--- src/rtl/scaa_pkg.sv ---
// shared types, codes and sizes of the sparse coordinate-list add accumulator
package scaa_pkg;

  localparam int CAPACITY   = 64;
  localparam int IDX_W      = $clog2(CAPACITY);
  localparam int CNT_W      = $clog2(CAPACITY + 1);
  localparam int CFG_ADDR_W = 5;

  typedef enum logic [1:0] {
    CMD_CLEAR  = 2'd0,
    CMD_LOAD   = 2'd1,
    CMD_ADD    = 2'd2,
    CMD_FINISH = 2'd3
  } cmd_t;

  typedef enum logic [1:0] {
    STAT_ENTRY    = 2'd0,
    STAT_EMPTY    = 2'd1,
    STAT_MISMATCH = 2'd2,
    STAT_OVERFLOW = 2'd3
  } stat_t;

  typedef enum logic [2:0] {
    REG_FIRST_ROWS     = 3'd0,
    REG_FIRST_COLS     = 3'd1,
    REG_SECOND_ROWS    = 3'd2,
    REG_SECOND_COLS    = 3'd3,
    REG_ZERO_THRESHOLD = 3'd4
  } reg_idx_t;

  typedef enum logic [1:0] {
    S_IDLE   = 2'd0,
    S_SEARCH = 2'd1,
    S_EMIT   = 2'd2
  } state_t;

  typedef struct packed {
    logic [1:0]         cmd;
    logic [15:0]        row;
    logic [15:0]        col;
    logic signed [31:0] value;
  } in_word_t;

  typedef struct packed {
    logic [15:0]        out_row;
    logic [15:0]        out_col;
    logic signed [31:0] out_value;
    logic [1:0]         status;
    logic               last;
  } out_word_t;

  typedef struct packed {
    logic [15:0]        row;
    logic [15:0]        col;
    logic signed [31:0] value;
  } entry_t;

  typedef struct packed {
    logic [15:0] first_rows;
    logic [15:0] first_cols;
    logic [15:0] second_rows;
    logic [15:0] second_cols;
    logic [30:0] zero_threshold;
  } cfg_t;

  // controller to datapath
  typedef struct packed {
    logic  latch;
    logic  clear;
    logic  append;
    logic  scan_start;
    logic  scan;
    logic  update;
    logic  prune;
    logic  emit_final;
    logic  emit_err;
    stat_t err_code;
  } ctl_t;

  // datapath to controller
  typedef struct packed {
    logic             match;
    logic             scan_done;
    logic             mismatch;
    logic             overflow;
    logic [CNT_W-1:0] count;
  } dp_stat_t;

endpackage

--- src/rtl/scaa_datapath.sv ---
// entry table memory, scan counter, saturating adder, pruning and result register
module scaa_datapath import scaa_pkg::*; (
  input  logic      clk,
  input  logic      rst_n,
  input  ctl_t      ctl,
  input  in_word_t  in_data,
  input  cfg_t      cfg,
  output dp_stat_t  st,
  output logic      out_valid,
  output out_word_t out_data
);

  entry_t mem [CAPACITY];

  entry_t           in_r;
  entry_t           rdata_r;
  entry_t           pend_r;
  logic [CNT_W-1:0] count_r;
  logic [CNT_W-1:0] scan_r;
  logic [IDX_W-1:0] chk_idx_r;
  logic             ovf_r;
  logic             chk_vld_r;
  logic             pend_vld_r;
  logic             out_valid_r;
  out_word_t        out_r;

  entry_t           app_src;
  entry_t           wr_data;
  logic [IDX_W-1:0] wr_addr;
  logic             wr_en;
  logic             full;
  logic             issue;
  logic             hit;
  logic signed [32:0] sum;
  logic [31:0]      sat_val;
  logic [31:0]      mag;
  logic             keep;
  logic             survivor;
  logic             out_valid_nxt;
  out_word_t        out_nxt;

  always_comb begin
    app_src = ctl.latch ? entry_t'({in_data.row, in_data.col, in_data.value}) : in_r;
    full    = (count_r == CNT_W'(CAPACITY));
    issue   = ctl.scan && (scan_r < count_r);
    hit     = chk_vld_r && (rdata_r.row == in_r.row) && (rdata_r.col == in_r.col);

    // saturating q16.16 add
    sum = {rdata_r.value[31], rdata_r.value} + {in_r.value[31], in_r.value};
    if (sum[32] != sum[31]) begin
      sat_val = sum[32] ? 32'h8000_0000 : 32'h7FFF_FFFF;
    end else begin
      sat_val = sum[31:0];
    end

    wr_en   = 1'b0;
    wr_addr = count_r[IDX_W-1:0];
    wr_data = app_src;
    if (ctl.update) begin
      wr_en   = 1'b1;
      wr_addr = chk_idx_r;
      wr_data = {rdata_r.row, rdata_r.col, sat_val};
    end else if (ctl.append && !full) begin
      wr_en = 1'b1;
    end

    // exact magnitude, most negative value maps to 2^31
    mag      = rdata_r.value[31] ? (~rdata_r.value + 32'd1) : rdata_r.value;
    keep     = (mag >= {1'b0, cfg.zero_threshold});
    survivor = ctl.prune && chk_vld_r && keep;

    out_valid_nxt = ctl.emit_err || ctl.emit_final || (survivor && pend_vld_r);
    if (ctl.emit_err) begin
      out_nxt = {16'd0, 16'd0, 32'sd0, ctl.err_code, 1'b1};
    end else if (ctl.emit_final && !pend_vld_r) begin
      out_nxt = {16'd0, 16'd0, 32'sd0, STAT_EMPTY, 1'b1};
    end else begin
      out_nxt = {pend_r.row, pend_r.col, pend_r.value, STAT_ENTRY, ctl.emit_final};
    end
  end

  always_ff @(posedge clk) begin
    if (wr_en) begin
      mem[wr_addr] <= wr_data;
    end
    if (issue) begin
      rdata_r <= mem[scan_r[IDX_W-1:0]];
    end
  end

  always_ff @(posedge clk) begin
    if (!rst_n) begin
      count_r     <= '0;
      ovf_r       <= 1'b0;
      scan_r      <= '0;
      chk_vld_r   <= 1'b0;
      pend_vld_r  <= 1'b0;
      out_valid_r <= 1'b0;
    end else begin
      if (ctl.clear) begin
        count_r <= '0;
        ovf_r   <= 1'b0;
      end else if (ctl.append && !ctl.update) begin
        if (full) begin
          ovf_r <= 1'b1;
        end else begin
          count_r <= count_r + CNT_W'(1);
        end
      end
      if (ctl.scan_start) begin
        scan_r     <= '0;
        chk_vld_r  <= 1'b0;
        pend_vld_r <= 1'b0;
      end else begin
        if (ctl.scan) begin
          chk_vld_r <= issue;
          if (issue) begin
            scan_r <= scan_r + CNT_W'(1);
          end
        end
        if (survivor) begin
          pend_vld_r <= 1'b1;
        end
      end
      out_valid_r <= out_valid_nxt;
    end
  end

  always_ff @(posedge clk) begin
    if (ctl.latch) begin
      in_r <= app_src;
    end
    if (issue) begin
      chk_idx_r <= scan_r[IDX_W-1:0];
    end
    if (survivor) begin
      pend_r <= rdata_r;
    end
    out_r <= out_nxt;
  end

  assign st.match     = hit;
  assign st.scan_done = !chk_vld_r && (scan_r >= count_r);
  assign st.mismatch  = (cfg.first_rows != cfg.second_rows) ||
                        (cfg.first_cols != cfg.second_cols);
  assign st.overflow  = ovf_r;
  assign st.count     = count_r;

  assign out_valid = out_valid_r;
  assign out_data  = out_r;

endmodule

--- src/rtl/scaa_ctrl.sv ---
// command sequencer for clear, load, add search and finish scan
module scaa_ctrl import scaa_pkg::*; (
  input  logic       clk,
  input  logic       rst_n,
  input  logic       start,
  input  logic [1:0] in_cmd,
  input  dp_stat_t   st,
  output ctl_t       ctl,
  output logic       busy
);

  state_t state_r;
  state_t state_nxt;

  always_ff @(posedge clk) begin
    if (!rst_n) begin
      state_r <= S_IDLE;
    end else begin
      state_r <= state_nxt;
    end
  end

  always_comb begin
    state_nxt = state_r;
    unique case (state_r)
      S_IDLE: begin
        if (start) begin
          unique case (cmd_t'(in_cmd))
            CMD_ADD:    state_nxt = S_SEARCH;
            CMD_FINISH: state_nxt = (st.mismatch || st.overflow) ? S_IDLE : S_EMIT;
            default:    state_nxt = S_IDLE;
          endcase
        end
      end
      S_SEARCH: begin
        if (st.match || st.scan_done) state_nxt = S_IDLE;
      end
      S_EMIT: begin
        if (st.scan_done) state_nxt = S_IDLE;
      end
      default: state_nxt = S_IDLE;
    endcase
  end

  always_comb begin
    ctl  = '0;
    busy = (state_r != S_IDLE);
    unique case (state_r)
      S_IDLE: begin
        if (start) begin
          ctl.latch = 1'b1;
          unique case (cmd_t'(in_cmd))
            CMD_CLEAR: ctl.clear      = 1'b1;
            CMD_LOAD:  ctl.append     = 1'b1;
            CMD_ADD:   ctl.scan_start = 1'b1;
            CMD_FINISH: begin
              if (st.mismatch) begin
                ctl.emit_err = 1'b1;
                ctl.err_code = STAT_MISMATCH;
              end else if (st.overflow) begin
                ctl.emit_err = 1'b1;
                ctl.err_code = STAT_OVERFLOW;
              end else begin
                ctl.scan_start = 1'b1;
              end
            end
            default: ctl.clear = 1'b0;
          endcase
        end
      end
      S_SEARCH: begin
        if (st.match) begin
          ctl.update = 1'b1;
        end else begin
          ctl.scan = 1'b1;
          if (st.scan_done) ctl.append = 1'b1;
        end
      end
      S_EMIT: begin
        ctl.scan  = 1'b1;
        ctl.prune = 1'b1;
        if (st.scan_done) ctl.emit_final = 1'b1;
      end
      default: ctl.scan = 1'b0;
    endcase
  end

endmodule

--- src/rtl/sparse_coo_add_accumulator.sv ---
// top level: register port, sequencer and entry-table datapath of the coo add accumulator
//
// channel  | ports                      | handshake
// ---------+----------------------------+--------------------------------------
// input    | start, busy, in_data       | word taken when start && !busy
// result   | out_valid, out_data        | one-cycle strobe, no back pressure
// config   | psel penable pwrite paddr  | apb write on psel && penable &&
//          | pwdata prdata pready       | pwrite, pready tied high
//
// clear and load leave busy low
// add reads one stored entry per cycle until a hit, and appends the word on a miss
// finish scans the whole table; errors answer at once
// the result register shows each word for one cycle, the last one with last set
// synchronous active-low reset clears the table count, overflow flag and valid flags and sets the config registers to 1
module sparse_coo_add_accumulator import scaa_pkg::*; (
  input  logic                  clk,
  input  logic                  rst_n,
  // input channel
  input  logic                  start,
  input  in_word_t              in_data,
  output logic                  busy,
  // result channel
  output logic                  out_valid,
  output out_word_t             out_data,
  // register port
  input  logic                  psel,
  input  logic                  penable,
  input  logic                  pwrite,
  input  logic [CFG_ADDR_W-1:0] paddr,
  input  logic [31:0]           pwdata,
  output logic [31:0]           prdata,
  output logic                  pready
);

  cfg_t     cfg_r;
  ctl_t     ctl;
  dp_stat_t dp_st;
  reg_idx_t reg_idx;
  logic     cfg_wr;

  // registers sit at 4-byte steps
  assign reg_idx = reg_idx_t'(paddr[CFG_ADDR_W-1:2]);
  assign cfg_wr  = psel && penable && pwrite;
  assign pready  = 1'b1;

  always_ff @(posedge clk) begin
    if (!rst_n) begin
      cfg_r.first_rows     <= 16'd1;
      cfg_r.first_cols     <= 16'd1;
      cfg_r.second_rows    <= 16'd1;
      cfg_r.second_cols    <= 16'd1;
      cfg_r.zero_threshold <= 31'd1;
    end else if (cfg_wr) begin
      case (reg_idx)
        REG_FIRST_ROWS:     cfg_r.first_rows     <= pwdata[15:0];
        REG_FIRST_COLS:     cfg_r.first_cols     <= pwdata[15:0];
        REG_SECOND_ROWS:    cfg_r.second_rows    <= pwdata[15:0];
        REG_SECOND_COLS:    cfg_r.second_cols    <= pwdata[15:0];
        REG_ZERO_THRESHOLD: cfg_r.zero_threshold <= pwdata[30:0];
        default:            cfg_r                <= cfg_r;
      endcase
    end
  end

  // read-back of the register file, unused addresses read zero
  always_comb begin
    case (reg_idx)
      REG_FIRST_ROWS:     prdata = {16'd0, cfg_r.first_rows};
      REG_FIRST_COLS:     prdata = {16'd0, cfg_r.first_cols};
      REG_SECOND_ROWS:    prdata = {16'd0, cfg_r.second_rows};
      REG_SECOND_COLS:    prdata = {16'd0, cfg_r.second_cols};
      REG_ZERO_THRESHOLD: prdata = {1'b0, cfg_r.zero_threshold};
      default:            prdata = 32'd0;
    endcase
  end

  // sequencer: decodes the accepted word and steps the scans
  scaa_ctrl u_ctrl (
    .clk    (clk),
    .rst_n  (rst_n),
    .start  (start),
    .in_cmd (in_data.cmd),
    .st     (dp_st),
    .ctl    (ctl),
    .busy   (busy)
  );

  // table memory, adder, pruning compare and result register
  scaa_datapath u_datapath (
    .clk       (clk),
    .rst_n     (rst_n),
    .ctl       (ctl),
    .in_data   (in_data),
    .cfg       (cfg_r),
    .st        (dp_st),
    .out_valid (out_valid),
    .out_data  (out_data)
  );

  // the table never holds more than its capacity
  a_count_bound: assert property (@(posedge clk) disable iff (!rst_n)
    dp_st.count <= CNT_W'(CAPACITY))
    else $error("entry count beyond capacity");

  // overflow is only ever flagged against a full table
  a_ovf_full: assert property (@(posedge clk) disable iff (!rst_n)
    dp_st.overflow |-> (dp_st.count == CNT_W'(CAPACITY)))
    else $error("overflow flagged with room left");

  // a clear empties the table and produces no word
  a_clear: assert property (@(posedge clk) disable iff (!rst_n)
    (start && !busy && in_data.cmd == CMD_CLEAR) |=> (!out_valid && dp_st.count == '0))
    else $error("clear left entries or emitted a word");

  // the last word of a finish coincides with the sequencer back in idle
  a_last_idle: assert property (@(posedge clk) disable iff (!rst_n)
    (out_valid && out_data.last) |-> !busy)
    else $error("last word while still busy");

  // status words are always final
  a_status_last: assert property (@(posedge clk) disable iff (!rst_n)
    (out_valid && out_data.status != STAT_ENTRY) |-> out_data.last)
    else $error("status word without last");

endmodule

--- config.mk ---
export PLATFORM = sky130hd
export DESIGN_NAME = sparse_coo_add_accumulator
export DESIGN_NICKNAME = d
export VERILOG_FILES = /design/src/rtl/scaa_pkg.sv /design/src/rtl/scaa_datapath.sv /design/src/rtl/scaa_ctrl.sv /design/src/rtl/sparse_coo_add_accumulator.sv
export SDC_FILE = /design/constraint.sdc
export NUM_CORES = 2
export LEC_CHECK = 0
export ABC_AREA = 1
export BUFFER_PORTS_ARGS = -buffer_cell sky130_fd_sc_hd__buf_2
export CELL_PAD_IN_SITES_DETAIL_PLACEMENT = 0
export CELL_PAD_IN_SITES_GLOBAL_PLACEMENT = 1
export CORE_MARGIN = 2
export CORE_UTILIZATION = 25
export CTS_CLUSTER_DIAMETER = 40
export CTS_CLUSTER_SIZE = 10
export DETAILED_ROUTE_END_ITERATION = 16
export GPL_ROUTABILITY_DRIVEN = 1
export PLACE_DENSITY_LB_ADDON = 0.12
export SYNTH_ARGS = -nofsm -noshare
export SYNTH_HDL_FRONTEND = slang
export SYNTH_SLANG_ARGS = --single-unit
export TNS_END_PERCENT = 100
--- constraint.sdc ---
create_clock -name clk -period 7.7 [get_ports clk]
set_input_delay 1.155 -clock clk [delete_from_list [all_inputs] [get_ports clk]]
set_output_delay 1.155 -clock clk [all_outputs]
set_load 0.01 [all_outputs]
==> metrics.md <==
| Metric | Value |
|---|---|
| Status | `finished with violations` |
| Failing checks | `max-capacitance violations` |
| Sequential element share of the synthesized area | `74.5%` |
| Final Wtd Congestion | `0.777` |
| Syn. warnings | `0` |
| Worst r2r path cells | `15` |
| CTS sink count | `4476` |
| Cell row count | `309` |
| Synth Flop Type | `edfxtp_1` |
| Multi-input gate area | `0.0414 sq mm` |
| RSZ-0062 raised after global routing | `false` |
| Setup TNS | `0 ns` |
| Synth unique cells | `52` |
| NetSw | `14.2 mW` |
| Sequential Power Share | `42.7%` |
| Most common cell on crit path | `nand2_1` |
| Final setup vio count | `0` |
| Hold WC Path Type | `in2reg` |
| CP arrival | `6.09 ns` |
| Core footprint | `0.709 sq mm` |
| Avg WL per Cell | `29.8 um` |
| Cells after Synth | `13900` |
| Initial Util | `25.1%` |
| Synth Register Bits | `4476` |
| Via-to-Cell Ratio | `4.87` |
| Peak VDD IR | `215 uV` |
| Slowest CP cell | `clkinv_1` |
| Die height | `848 um` |
| Total Die Area | `0.718 sq mm` |
| Share of layout cells above drive strength 1 | `13.3%` |
| Register area | `0.133 sq mm` |
| Fin cells | `24400` |
| Fillers | `71400` |
| Largest net degree at the start of global routing | `151` |
| Root Buffer Master | `clkbuf_16` |
| Reg2Reg Setup Slack | `2.17 ns` |
| PortBufs | `205` |
| Clk slew on worst S/H paths | `0.05 ns` |
| Worst-Skew Late Latency | `1.14 ns` |
| Final Util | `30.8%` |
| Final Cycle Share | `71.9%` |
| Asr flop ratio synth | `0%` |
| Syn Nets | `14100` |
| WS Path Type | `reg2reg` |
| Max_cap viols | `1` |
| Dpl cells | `23000` |
| Worst-margin pin slew | `1.50 ns` |
| Tmin final | `5.53 ns` |
| Commonest non-fill, non-tap cell in the layout | `edfxtp_1` |
| Max Root-Sink Buffers | `4` |
| Final hold violations | `0` |
| Initial antenna violation count | `70` |
| I/O Pins | `211` |
| Htree depth | `6` |
| CTS Buf Count | `752` |
| Initial drt markers | `11100` |
| Fin area | `0.218 sq mm` |
| Fmax | `181 MHz` |
| Rel. slew slack | `0.0461%` |
| Switching Fraction | `22.2%` |
| Residual DRC count | `0` |
| Comb power frac | `3.0%` |
| Post-synth EDFFs | `4294` |
| CP max FO | `64` |
| Avg Synthesized Cell Area | `12.8 sq um` |
| Internal | `49.7 mW` |
| DIE WIDTH | `848 um` |
| Synth area leader | `edfxtp_1` |
| Most frequent cells in the layout | `edfxtp_1 (4294), nor2_1 (2393), o21ai_0 (2237), nand2_1 (1087), clkbuf_16 (765)` |
| First-pass GRT wire length | `994000 um` |
| Post-Route WL | `728000 um` |
| CP Cell Sequence | `ha_1, nand2_1, nor2_1, a21oi_1, or2_2, nand3_1, inv_1, o211ai_1, nand2_1, ha_1, clkinv_1, nand3_1, nand2_1, nand2_1, nand2_4` |
| GRT Util Overall | `19.6%` |
| Vias | `119000` |
| Yosys top cell area share | `72.5%` |
| Power share of the clock group | `54.2%` |
| Final antenna-violating net count | `0` |
| Vias in the first global route | `117000` |
| Area grow syn2layout | `22.6%` |
| Post-Synthesis Cell Area | `0.178 sq mm` |
| Worst setup SP type | `register` |
| Drt pass-1 iters | `5` |
| CP required | `8.26 ns` |
| CP max stage delay | `0.87 ns` |
| Hold Crit Depth | `3` |
| Setup Skew | `0.0752 ns` |
| # resized after CTS | `0` |
| TritonCTS clock tree | `done` |
| Synth top area cells | `edfxtp_1 (72%), o21ai_0 (6.4%), nor2_1 (5.2%)` |
| # nets final | `14400` |
| Slew Limit Fails | `0` |
| DP HPWL | `394000 um` |
| P per Cell Area | `293 mW/mm^2` |
| Setup Fix Bufs, Post-CTS | `0` |
| Hold_buf cts | `0` |
| Placed Area | `0.192 sq mm` |
| CP Capture Type | `register` |
| GRT overflow | `0` |
| LEAKAGE | `72.0 nW` |
==> cells by family (layout without fill, tap and decap cells) <==
| family | after synthesis | count (layout) | share of synthesized area (%) |
|---|---|---|---|
| and+or+nand+nor | 4263 | 4263 | 9.63 |
| AOI/OAI and AO/OA | 3730 | 3730 | 12.1 |
| other | 2 | 25 | 0.00422 |
| xor gates and xnor gates | 84 | 84 | 0.414 |
| DFF | 4476 | 4476 | 74.5 |
| buffers and inverters | 1231 | 2263 | 2.81 |
| adders and majority gates | 80 | 80 | 0.567 |
==> worst max-delay path, delay by kind of cell (launching register included) <==
kind	cells	cell delay, ns
compound gates	2	0.30
fa+ha+maj	2	0.95
buf+inv	2	0.95
flops	1	0.65
simple gates	9	1.88
==> synth_stat cells (all sizes together), types with 46 or more instances <==
library cell / n
edfxtp: 4294
nor2: 2470
o21ai: 2281
nand2: 1111
clkbuf: 669
o22ai: 607
nand3: 529
o221ai: 416
inv: 286
buf: 268
a21oi: 264
dfxtp: 182
o211ai: 102
nand4: 86
ha: 79
xnor2: 46
==> per-layer routing <==
metal	part of all wire, %	global-route usage [%]
met5	0.019	0
met4	1.9	3.90
met3	4.9	2.69
met2	47	31.9
met1	47	27.9
==> registers in the layout, summed over array words and instances, names as in the netlist <==
signal                 flops
u_datapath.scan_r          7
u_datapath.chk_idx_r       6
u_datapath.mem          4096
u_datapath.in_r           64
cfg_r                     95
u_datapath.chk_vld_r       1
u_datapath.pend_vld_r      1
u_datapath.out_valid       1
u_datapath.out_data       67
u_ctrl.state_r             2
u_datapath.ovf_r           1
u_datapath.pend_r         64
u_datapath.count_r         7
u_datapath.rdata_r        64
==> final timing paths <==
kind | from | end
setup / recovery | u_datapath.rdata_r[14] | u_datapath.mem[44][27]
hold / removal | pwdata[20] | cfg_r[20]
setup reg to reg | u_datapath.rdata_r[14] | u_datapath.mem[44][27]
hold reg to reg | u_datapath.pend_r[52] | u_datapath.out_data[55]
==> layout make-up <==
cell class | count | area share [%]
Sequential cell | 4476 | 60.8
Multi-Input combinational cell | 8159 | 19.0
Clock buffer | 869 | 8.99
Tap cell | 9485 | 5.44
Clock inverter | 523 | 2.95
Timing Repair Buffer | 577 | 2.29
Inverter | 294 | 0.540
Antenna cell | 23 | 0.0264
==> stage by stage <==
| stage | hold slack [ns] | setup slack, ns | total power, mW |
|---|---|---|---|
| 5_1_grt | 0.287 | 1.84 | 65.8 |
| 6_report | 0.337 | 2.17 | 63.9 |
| 3_5_place_dp | 0.451 | 2.02 | 29.8 |
| 2_1_floorplan | 0.429 | 1.27 | 28.7 |
| 3_3_place_gp | 0.452 | 2.00 | 29.8 |
| 4_1_cts | 0.212 | 2.09 | 64.7 |
==> power by group through the flow <==
stage / logic [mW] / registers (mW) / clock network, mW
after floorplan: 0.832 / 27.9 / 0
after global placement: 1.99 / 27.8 / 0
after detailed placement: 1.97 / 27.8 / 0
after CTS: 1.97 / 27.3 / 35.4
after global routing: 2.11 / 27.3 / 36.4
final: 1.93 / 27.3 / 34.7
Power figures use the tool's default switching activity.
